==> src/rtl/core/ati_pkg.sv <==
// ----------------------------------------------------------------------------
// ati_pkg
// Shared constants, types and the arctangent table for the interpolator.
// ----------------------------------------------------------------------------
`default_nettype none

package ati_pkg;

  // Fixed-point format of the reduced argument, table entries and the angle
  localparam int FRAC_BITS    = 16;
  localparam int SLOPE_W      = 32;
  localparam int ANGLE_W      = 18;
  localparam int U_W          = FRAC_BITS + 1;   // Q1.16, u <= 1.0
  localparam int Q_W          = 16;              // reciprocal quotient bits
  localparam int P_W          = U_W + 7;         // u * 100
  localparam int IDX_W        = 7;
  localparam int ROM_W        = 16;
  localparam int TABLE_DEPTH  = 102;
  localparam int QUEUE_DEPTH  = 4;
  localparam int NANO_DEN     = 1000000000;
  localparam int unsigned HalfPiNano = 32'd1570796327;
  localparam logic [U_W-1:0] HALF_PI =
    U_W'(((64'(HalfPiNano) << FRAC_BITS) + 64'(NANO_DEN / 2)) / 64'(NANO_DEN));

  typedef logic [ROM_W-1:0] rom_t [0:TABLE_DEPTH-1];
  typedef int unsigned nano_t [0:TABLE_DEPTH-1];

  // atan(k/100) in units of 1e-9
  localparam nano_t ATAN_NANO = '{
    0, 9999666, 19997334, 29991005, 39978687,
    49958397, 59928156, 69885999, 79829983, 89758173,
    99668652, 109559530, 119428930, 129275010, 139095950,
    148889940, 158655260, 168390150, 178092940, 187761950,
    197395560, 206992190, 216550310, 226068390, 235544980,
    244978670, 254368070, 263711840, 273008700, 282257410,
    291456790, 300605680, 309702930, 318747550, 327738490,
    336674810, 345555570, 354379920, 363147020, 371856060,
    380506370, 389097240, 397627980, 406098070, 414506880,
    422853920, 431138750, 439360890, 447519990, 455615640,
    463647600, 471615580, 479519280, 487358570, 495133250,
    502843200, 510488330, 518068550, 525583800, 533034090,
    540419520, 547740040, 554995720, 562186720, 569313170,
    576375250, 583373010, 590306760, 597176670, 603982990,
    610725940, 617405890, 624023080, 630577740, 637070360,
    643501100, 649870460, 656178710, 662426290, 668613550,
    674740970, 680808840, 686817650, 692767860, 698659840,
    704494060, 710271000, 715991140, 721654830, 727262680,
    732815090, 738312600, 743755580, 749144610, 754480180,
    759762760, 764992830, 770170930, 775297520, 780373100,
    785398190, 790373250
  };

  // Round the decimal table to Q0.16 at elaboration
  function automatic rom_t build_rom();
    rom_t r;
    for (int k = 0; k < TABLE_DEPTH; k++) begin
      r[k] = ROM_W'(((64'(ATAN_NANO[k]) << FRAC_BITS) + 64'(NANO_DEN / 2))
                    / 64'(NANO_DEN));
    end
    return r;
  endfunction

  localparam rom_t ATAN_ROM = build_rom();

  // Item passed from front to back
  typedef struct packed {
    logic           neg;
    logic           recip;
    logic [U_W-1:0] u;
  } work_t;

endpackage

`default_nettype wire

==> src/rtl/core/arctan_table_interpolator.sv <==
// ----------------------------------------------------------------------------
// arctan_table_interpolator
// Arctangent of a signed Q16.16 slope as a signed Q2.16 angle in radians.
// ----------------------------------------------------------------------------
// Usage:
//   Input stream in_*: one slope per transaction in in_tdata[31:0].
//   Output stream out_*: one angle per transaction in out_tdata[17:0].
//   One result per input, in order. Throughput one transaction per cycle
//   while nothing stalls. The slope enters the first of 17 front stages at
//   acceptance (magnitude plus a 16-stage restoring divider for the
//   reciprocal), then passes through the queue and the four back stages
//   (multiply by 100, table lookup, interpolation multiply, fold and sign).
//   Reset (rst_n low, synchronous) empties all stages and the queue; no
//   table clearing is needed, the arctangent table is constant logic.
//   When the receiver holds out_tready low the back stages hold, the
//   4-entry queue fills, and then the front stages hold and in_tready drops.
//   in_tready does not depend on out_tready combinationally.
// ----------------------------------------------------------------------------
`default_nettype none

module arctan_table_interpolator
  import ati_pkg::*;
(
  input  wire logic        clk,
  input  wire logic        rst_n,
  input  wire logic        in_tvalid,
  output logic             in_tready,
  input  wire logic [31:0] in_tdata,   // [31:0] slope
  output logic             out_tvalid,
  input  wire logic        out_tready,
  output logic [23:0]      out_tdata   // [17:0] angle, [23:18] zero
);

  logic               f_valid, f_ready;
  work_t              f_data;
  logic               b_valid, b_ready;
  work_t              b_data;
  logic [ANGLE_W-1:0] angle;

  ati_front u_front (
    .clk      (clk),
    .rst_n    (rst_n),
    .in_valid (in_tvalid),
    .in_ready (in_tready),
    .in_slope (in_tdata),
    .wk_valid (f_valid),
    .wk_ready (f_ready),
    .wk_data  (f_data)
  );

  ati_fifo u_fifo (
    .clk      (clk),
    .rst_n    (rst_n),
    .wr_valid (f_valid),
    .wr_ready (f_ready),
    .wr_data  (f_data),
    .rd_valid (b_valid),
    .rd_ready (b_ready),
    .rd_data  (b_data)
  );

  ati_back u_back (
    .clk       (clk),
    .rst_n     (rst_n),
    .wk_valid  (b_valid),
    .wk_ready  (b_ready),
    .wk_data   (b_data),
    .out_valid (out_tvalid),
    .out_ready (out_tready),
    .out_angle (angle)
  );

  assign out_tdata = {6'b0, angle};

endmodule

`default_nettype wire

==> src/rtl/core/ati_front.sv <==
// ----------------------------------------------------------------------------
// ati_front
// Takes the slope magnitude, classifies it and forms the reduced argument,
// with a pipelined restoring divider (one quotient bit per stage).
// ----------------------------------------------------------------------------
`default_nettype none

module ati_front
  import ati_pkg::*;
(
  input  wire logic               clk,
  input  wire logic               rst_n,
  input  wire logic               in_valid,
  output logic                    in_ready,
  input  wire logic [SLOPE_W-1:0] in_slope,
  output logic                    wk_valid,
  input  wire logic               wk_ready,
  output work_t                   wk_data
);

  localparam int NSTG = Q_W + 1;
  localparam int REM_W = SLOPE_W + 1;
  localparam int CMP_W = SLOPE_W + Q_W;

  logic               v_r     [0:NSTG-1];
  logic               neg_r   [0:NSTG-1];
  logic               large_r [0:NSTG-1];
  logic [SLOPE_W-1:0] d_r     [0:NSTG-1];
  logic [REM_W-1:0]   rem_r   [0:NSTG-1];
  logic [Q_W-1:0]     q_r     [0:NSTG-1];
  logic               en;
  logic [SLOPE_W-1:0] mag;

  // Whole pipeline holds while the last stage cannot hand off
  assign en       = !(v_r[NSTG-1] && !wk_ready);
  assign in_ready = en;
  assign mag      = in_slope[SLOPE_W-1] ? (~in_slope + SLOPE_W'(1)) : in_slope;

  // Valid bits
  always_ff @(posedge clk) begin
    if (!rst_n) begin
      for (int s = 0; s < NSTG; s++) v_r[s] <= 1'b0;
    end else if (en) begin
      v_r[0] <= in_valid;
      for (int s = 1; s < NSTG; s++) v_r[s] <= v_r[s-1];
    end
  end

  // Payload: classify, then one quotient bit per stage
  always_ff @(posedge clk) begin
    if (en) begin
      neg_r[0]   <= in_slope[SLOPE_W-1];
      large_r[0] <= (mag > SLOPE_W'(1 << FRAC_BITS));
      d_r[0]     <= mag;
      rem_r[0]   <= REM_W'(1) << SLOPE_W;
      q_r[0]     <= '0;
      for (int s = 1; s < NSTG; s++) begin
        logic [CMP_W-1:0] sub;
        logic [CMP_W-1:0] rem_x;
        sub   = CMP_W'(d_r[s-1]) << (Q_W - s);
        rem_x = CMP_W'(rem_r[s-1]);
        neg_r[s]   <= neg_r[s-1];
        large_r[s] <= large_r[s-1];
        d_r[s]     <= d_r[s-1];
        if (rem_x >= sub) begin
          rem_r[s] <= REM_W'(rem_x - sub);
          q_r[s]   <= q_r[s-1] | (Q_W'(1) << (Q_W - s));
        end else begin
          rem_r[s] <= rem_r[s-1];
          q_r[s]   <= q_r[s-1];
        end
      end
    end
  end

  assign wk_valid      = v_r[NSTG-1];
  assign wk_data.neg   = neg_r[NSTG-1];
  assign wk_data.recip = large_r[NSTG-1];
  assign wk_data.u     = large_r[NSTG-1] ? U_W'(q_r[NSTG-1]) : d_r[NSTG-1][U_W-1:0];

endmodule

`default_nettype wire

==> src/rtl/core/ati_fifo.sv <==
// ----------------------------------------------------------------------------
// ati_fifo
// Short queue between front and back so each side stalls on its own.
// ----------------------------------------------------------------------------
`default_nettype none

module ati_fifo
  import ati_pkg::*;
(
  input  wire logic  clk,
  input  wire logic  rst_n,
  input  wire logic  wr_valid,
  output logic       wr_ready,
  input  wire work_t wr_data,
  output logic       rd_valid,
  input  wire logic  rd_ready,
  output work_t      rd_data
);

  localparam int PTR_W = $clog2(QUEUE_DEPTH);
  localparam int CNT_W = PTR_W + 1;

  work_t            mem [0:QUEUE_DEPTH-1];
  logic [PTR_W-1:0] wr_ptr_r;
  logic [PTR_W-1:0] rd_ptr_r;
  logic [CNT_W-1:0] count_r;
  logic             push;
  logic             pop;

  assign wr_ready = (count_r != CNT_W'(QUEUE_DEPTH));
  assign rd_valid = (count_r != '0);
  assign push     = wr_valid && wr_ready;
  assign pop      = rd_valid && rd_ready;
  assign rd_data  = mem[rd_ptr_r];

  // Storage
  always_ff @(posedge clk) begin
    if (push) mem[wr_ptr_r] <= wr_data;
  end

  // Pointers and fill count
  always_ff @(posedge clk) begin
    if (!rst_n) begin
      wr_ptr_r <= '0;
      rd_ptr_r <= '0;
      count_r  <= '0;
    end else begin
      if (push) wr_ptr_r <= wr_ptr_r + PTR_W'(1);
      if (pop)  rd_ptr_r <= rd_ptr_r + PTR_W'(1);
      count_r <= count_r + CNT_W'(push) - CNT_W'(pop);
    end
  end

  a_count_range: assert property (@(posedge clk) disable iff (!rst_n)
    count_r <= CNT_W'(QUEUE_DEPTH))
    else $error("queue count out of range");

  a_count_track: assert property (@(posedge clk) disable iff (!rst_n)
    (push && !pop) |=> (count_r == $past(count_r) + CNT_W'(1)))
    else $error("queue count missed a push");

  a_ptr_gap: assert property (@(posedge clk) disable iff (!rst_n)
    (count_r == '0) |-> (wr_ptr_r == rd_ptr_r))
    else $error("queue pointers disagree with empty count");

endmodule

`default_nettype wire

==> src/rtl/core/ati_back.sv <==
// ----------------------------------------------------------------------------
// ati_back
// Table lookup, linear interpolation, octant fold and sign restore.
// ----------------------------------------------------------------------------
`default_nettype none

module ati_back
  import ati_pkg::*;
(
  input  wire logic               clk,
  input  wire logic               rst_n,
  input  wire logic               wk_valid,
  output logic                    wk_ready,
  input  wire work_t              wk_data,
  output logic                    out_valid,
  input  wire logic               out_ready,
  output logic [ANGLE_W-1:0]      out_angle
);

  logic                   v1_r, v2_r, v3_r, v4_r;
  logic                   en;
  logic                   neg1_r, neg2_r, neg3_r;
  logic                   lg1_r, lg2_r, lg3_r;
  logic [P_W-1:0]         p_r;
  logic [ROM_W-1:0]       lo2_r, lo3_r;
  logic [ROM_W-1:0]       diff_r;
  logic [FRAC_BITS-1:0]   frac_r;
  logic [2*ROM_W-1:0]     prod_r;
  logic [ANGLE_W-1:0]     angle_r;
  logic [IDX_W-1:0]       idx;
  logic [ROM_W-1:0]       lo, hi;
  logic [2*ROM_W-1:0]     rnd;
  logic [U_W-1:0]         t;
  logic [U_W-1:0]         v;

  assign en       = !(v4_r && !out_ready);
  assign wk_ready = en;

  // Valid chain
  always_ff @(posedge clk) begin
    if (!rst_n) begin
      v1_r <= 1'b0;
      v2_r <= 1'b0;
      v3_r <= 1'b0;
      v4_r <= 1'b0;
    end else if (en) begin
      v1_r <= wk_valid;
      v2_r <= v1_r;
      v3_r <= v2_r;
      v4_r <= v3_r;
    end
  end

  // Table neighbors (index is at most 100)
  assign idx = p_r[FRAC_BITS+IDX_W-1:FRAC_BITS];
  assign lo  = ATAN_ROM[idx];
  assign hi  = ATAN_ROM[idx + IDX_W'(1)];

  // Rounded step and fold
  assign rnd = prod_r + (2*ROM_W)'(1 << (FRAC_BITS - 1));
  assign t   = U_W'(lo3_r) + U_W'(rnd[2*ROM_W-1:FRAC_BITS]);
  assign v   = lg3_r ? (HALF_PI - t) : t;

  // Datapath stages
  always_ff @(posedge clk) begin
    if (en) begin
      p_r    <= P_W'(wk_data.u) * P_W'(100);
      neg1_r <= wk_data.neg;
      lg1_r  <= wk_data.recip;

      lo2_r  <= lo;
      diff_r <= hi - lo;
      frac_r <= p_r[FRAC_BITS-1:0];
      neg2_r <= neg1_r;
      lg2_r  <= lg1_r;

      prod_r <= (2*ROM_W)'(frac_r) * (2*ROM_W)'(diff_r);
      lo3_r  <= lo2_r;
      neg3_r <= neg2_r;
      lg3_r  <= lg2_r;

      angle_r <= neg3_r ? (~ANGLE_W'(v) + ANGLE_W'(1)) : ANGLE_W'(v);
    end
  end

  assign out_valid = v4_r;
  assign out_angle = angle_r;

endmodule

`default_nettype wire
==> config.mk <==
export PLATFORM = sky130hd
export DESIGN_NAME = arctan_table_interpolator
export DESIGN_NICKNAME = d
export VERILOG_FILES = /design/src/rtl/core/ati_pkg.sv /design/src/rtl/core/arctan_table_interpolator.sv /design/src/rtl/core/ati_front.sv /design/src/rtl/core/ati_fifo.sv /design/src/rtl/core/ati_back.sv
export SDC_FILE = /design/constraint.sdc
export NUM_CORES = 2
export LEC_CHECK = 0
export ABC_AREA = 1
export BUFFER_PORTS_ARGS = -buffer_cell sky130_fd_sc_hd__buf_4
export CAP_MARGIN = 20
export CORE_MARGIN = 5
export CORE_UTILIZATION = 55
export CTS_BUF_LIST = sky130_fd_sc_hd__clkbuf_16
export CTS_CLUSTER_DIAMETER = 120
export DETAILED_ROUTE_END_ITERATION = 8
export PLACE_DENSITY = 0.69
export SETUP_SLACK_MARGIN = 0.3
export SKIP_LAST_GASP = 1
export SLEW_MARGIN = 20
export SYNTH_ARGS = -nofsm -noshare
export SYNTH_HDL_FRONTEND = slang
export SYNTH_HIERARCHICAL = 1
export SYNTH_SLANG_ARGS = --single-unit
export TNS_END_PERCENT = 5
==> constraint.sdc <==
create_clock -name clk -period 13.81 [get_ports clk]
set_input_delay 2.0715 -clock clk [delete_from_list [all_inputs] [get_ports clk]]
set_output_delay 2.0715 -clock clk [all_outputs]
set_load 0.01 [all_outputs]
==> impl_results.md <==
- First-pass GRT wire length: 357000 um
- Cts repair resizes: 0
- Die extent in x: 403 um
- Buffers added on ports: 55
- Site Rows: 144
- Routed via count: 65800
- Clock buffer depth: 3
- Largest net degree at the start of global routing: 166
- Slew @ Worst Pin: 1160 ps
- Fmax: 153 MHz
- Core area: 0.154 mm2
- Synth unique cells: 83
- I/O pin cnt: 62
- Crit-path slowest cell: edfxtp_1
- Crit. End Element: flop
- Worst skew pair latency: 780 ps
- Crit start category: flop
- Critical path data required time: 14310 ps
- GP Congestion: 1.01
- Synth top area cells: edfxtp_1 46%, nand2_1 10%, ha_1 9.0%
- Worst Path Max Fanout: 16
- Setup CP Type: flop to flop
- Sinks on Clock Net: 1304
- DR top layer: met5
- Gr usage total: 27.8%
- Initial antenna violation count: 7
- Period utilization: 47.4%
- GRT overflow: 0
- Layout area overhead: 8.10%
- Met3 wire length: 15500 um
- Crit path buffers/inverters: 3
- DRT iter0 DRCs: 5734
- Clock slew at reported path FFs: 60 ps
- # H-tree levels: 4
- Final slew viol count: 0
- Yosys top cell area share: 45.6%
- Worst-path cell chain: nand2_1 > fa_1 > inv_1 > fa_1 > fa_1 > fa_1 > fa_1 > inv_1 > fa_1 > inv_1 > ha_1 > nand2_1 > nor4_1 > nand4_1 > nand3_1 > nand2_1 > o211ai_1 > a21boi_0 > o21ai_0 > xor2_1
- RSZ-0062 raised after global routing: false
- Hold buffer count at CTS: 0
- Vias in the first global route: 63300
- Synth area leader: edfxtp_1
- Layout cells sized above 1: 5.13%
- Met1 wire length: 98900 um
- Most common cell in the netlist: nand2_1
- Die area: 0.163 mm2
- Router iterations before antenna repair: 9
- Largest delay share family, worst path: adder cells
- Endpoints failing setup: 0
- Fin. Hold Viols: 0
- Residual DRC: 0
- Post-detail-place hpwl: 178000 um
- Vias per cell: 5.61
- Seq cells post-synth: 1304
- Post-synthesis sequential area ratio: 45.9%
- Setup TNS: 0 ps
- Post-synth EDFFs: 1291
- Worst relative slew slack: 23.0%
- Final worst path period need: 6550 ps
- Worst path max stage delay: 790 ps
- Synth Cell Area: 0.0851 mm2
- Cells after Synth: 9518
- Met2 wire length: 108000 um
- Max Cap Viol: 0
- CP arrival: 7050 ps
- Die Y: 403 um
- Hold WC Path Type: flop to flop
- Crit-path most repeated cell: fa_1
- Final nets: 10400
- Total Wirelength: 231000 um
- Syn Area/Cell: 8.94 um2
- Outcome: complete, no violations
- Synth warn: 6
- Synth top cells by count: 2309 x nand2_1, 1414 x inv_1, 1291 x edfxtp_1
- Post-synth ARST share: 0%
- Total setup buffers inserted after CTS: 0
- Clock Skew: 59.5 ps
- CTS tree: yes
- Post-synth top flop: edfxtp_1
- CTS buffer count: 139
- Final ANT Viol Nets: 0
- Root Driver: clkbuf_16
- Drt wl/cell: 19.7 um
- Initial core utilization: 55.3%
==> final timing paths <==
kind | slack (ps) | cells past startpoint | startpoint | to
max | 7260 | 20 | u_back/frac_r[12]$_DFFE_PN_ | u_back/prod_r[31]$_DFFE_PN_
min | 400 | 0 | u_front/q_r[8][12]$_DFFE_PP_ | u_front/q_r[9][12]$_DFFE_PP_
max reg2reg | 7260 | 20 | u_back/frac_r[12]$_DFFE_PN_ | u_back/prod_r[31]$_DFFE_PN_
min reg2reg | 400 | 0 | u_front/q_r[8][12]$_DFFE_PP_ | u_front/q_r[9][12]$_DFFE_PP_
==> state kept, by name, summed over array words and instances, names as in the netlist, 17 cells and up, named ones only <==
signal,flops
u_front/d_r,529
u_front/rem_r,375
u_front/q_r,136
u_fifo/mem,76
u_back/p_r,21
u_back/out_angle,18
u_back/prod_r,17
u_front/large_r,17
u_front/neg_r,17
u_front/v_r,17
==> through the flow <==
step	hold WS, ps	cells	util [%]	setup WS, ps	instance area (um2)
CTS	388	11700	59.7	7290	91900
finish	396	11700	59.8	7260	92000
detailed placement	405	11500	56.8	7300	87300
global route	402	11700	59.8	6950	92000
floorplan	400	9523	-	2430	85100
global placement	400	11500	56.7	7500	87300
==> cell usage in the layout (no fill, tap or decap), types with 30 or more instances in the layout <==
cell type  instances
o211ai_1          38
nand3_1          550
xnor2_1          131
xor2_1           200
a21o_1            49
nor3_1           102
o21ai_0          399
nor4_1            33
nand2_2           47
o21ai_1           63
o21ai_2           30
nand4_1          110
buf_4             91
a31oi_1           35
inv_1           1445
nand2_1         2309
o21a_1            37
edfxtp_1        1291
fa_1             197
o21bai_1          42
nor2_1           750
clkbuf_16        140
ha_1             615
a21oi_1          570
==> routing by layer <==
metal,up-vias,GRT usage (%)
li1,31900,-
met1,31000,38.0
met2,2433,46.2
met3,438,3.83
met4,2,8.85
met5,-,0
==> worst register-to-register path, delay by kind of cell, from the launching register on <==
family / cells / cell delay [ps]
compound gates: 3 / 630
xor+xnor: 1 / 90
fa+ha+maj: 7 / 3500
buf+inv: 3 / 140
flops: 1 / 790
simple gates: 6 / 1130
==> logic make-up (layout without fill, tap and decap cells) <==
| logic type | after synthesis | after routing | synth area share [%] |
|---|---|---|---|
| xor gates and xnor gates | 332 | 332 | 3.43 |
| buffers and inverters | 1640 | 1785 | 7.64 |
| other | 1 | 7 | 0.00441 |
| adders and majority gates | 812 | 812 | 13.7 |
| and+or+nand+nor | 4016 | 4016 | 19.8 |
| muxes | 16 | 16 | 0.212 |
| DFF | 1304 | 1304 | 45.9 |
| AOI/OAI and AO/OA | 1397 | 1397 | 9.39 |
==> area by class of cell <==
type	instances	area [um2]
fillers	13400	61900
flip-flops and latches	1304	39000
clock buffers	140	3500
diodes	1	2.50
inverters	1439	5420
multi-input cells	6579	39600
repair buffers	97	781
clock inverters	109	1060
well taps	2044	2560
Power is not shown: default switching activity piles up to over one toggle a cycle in this logic, so the estimate is an artifact.
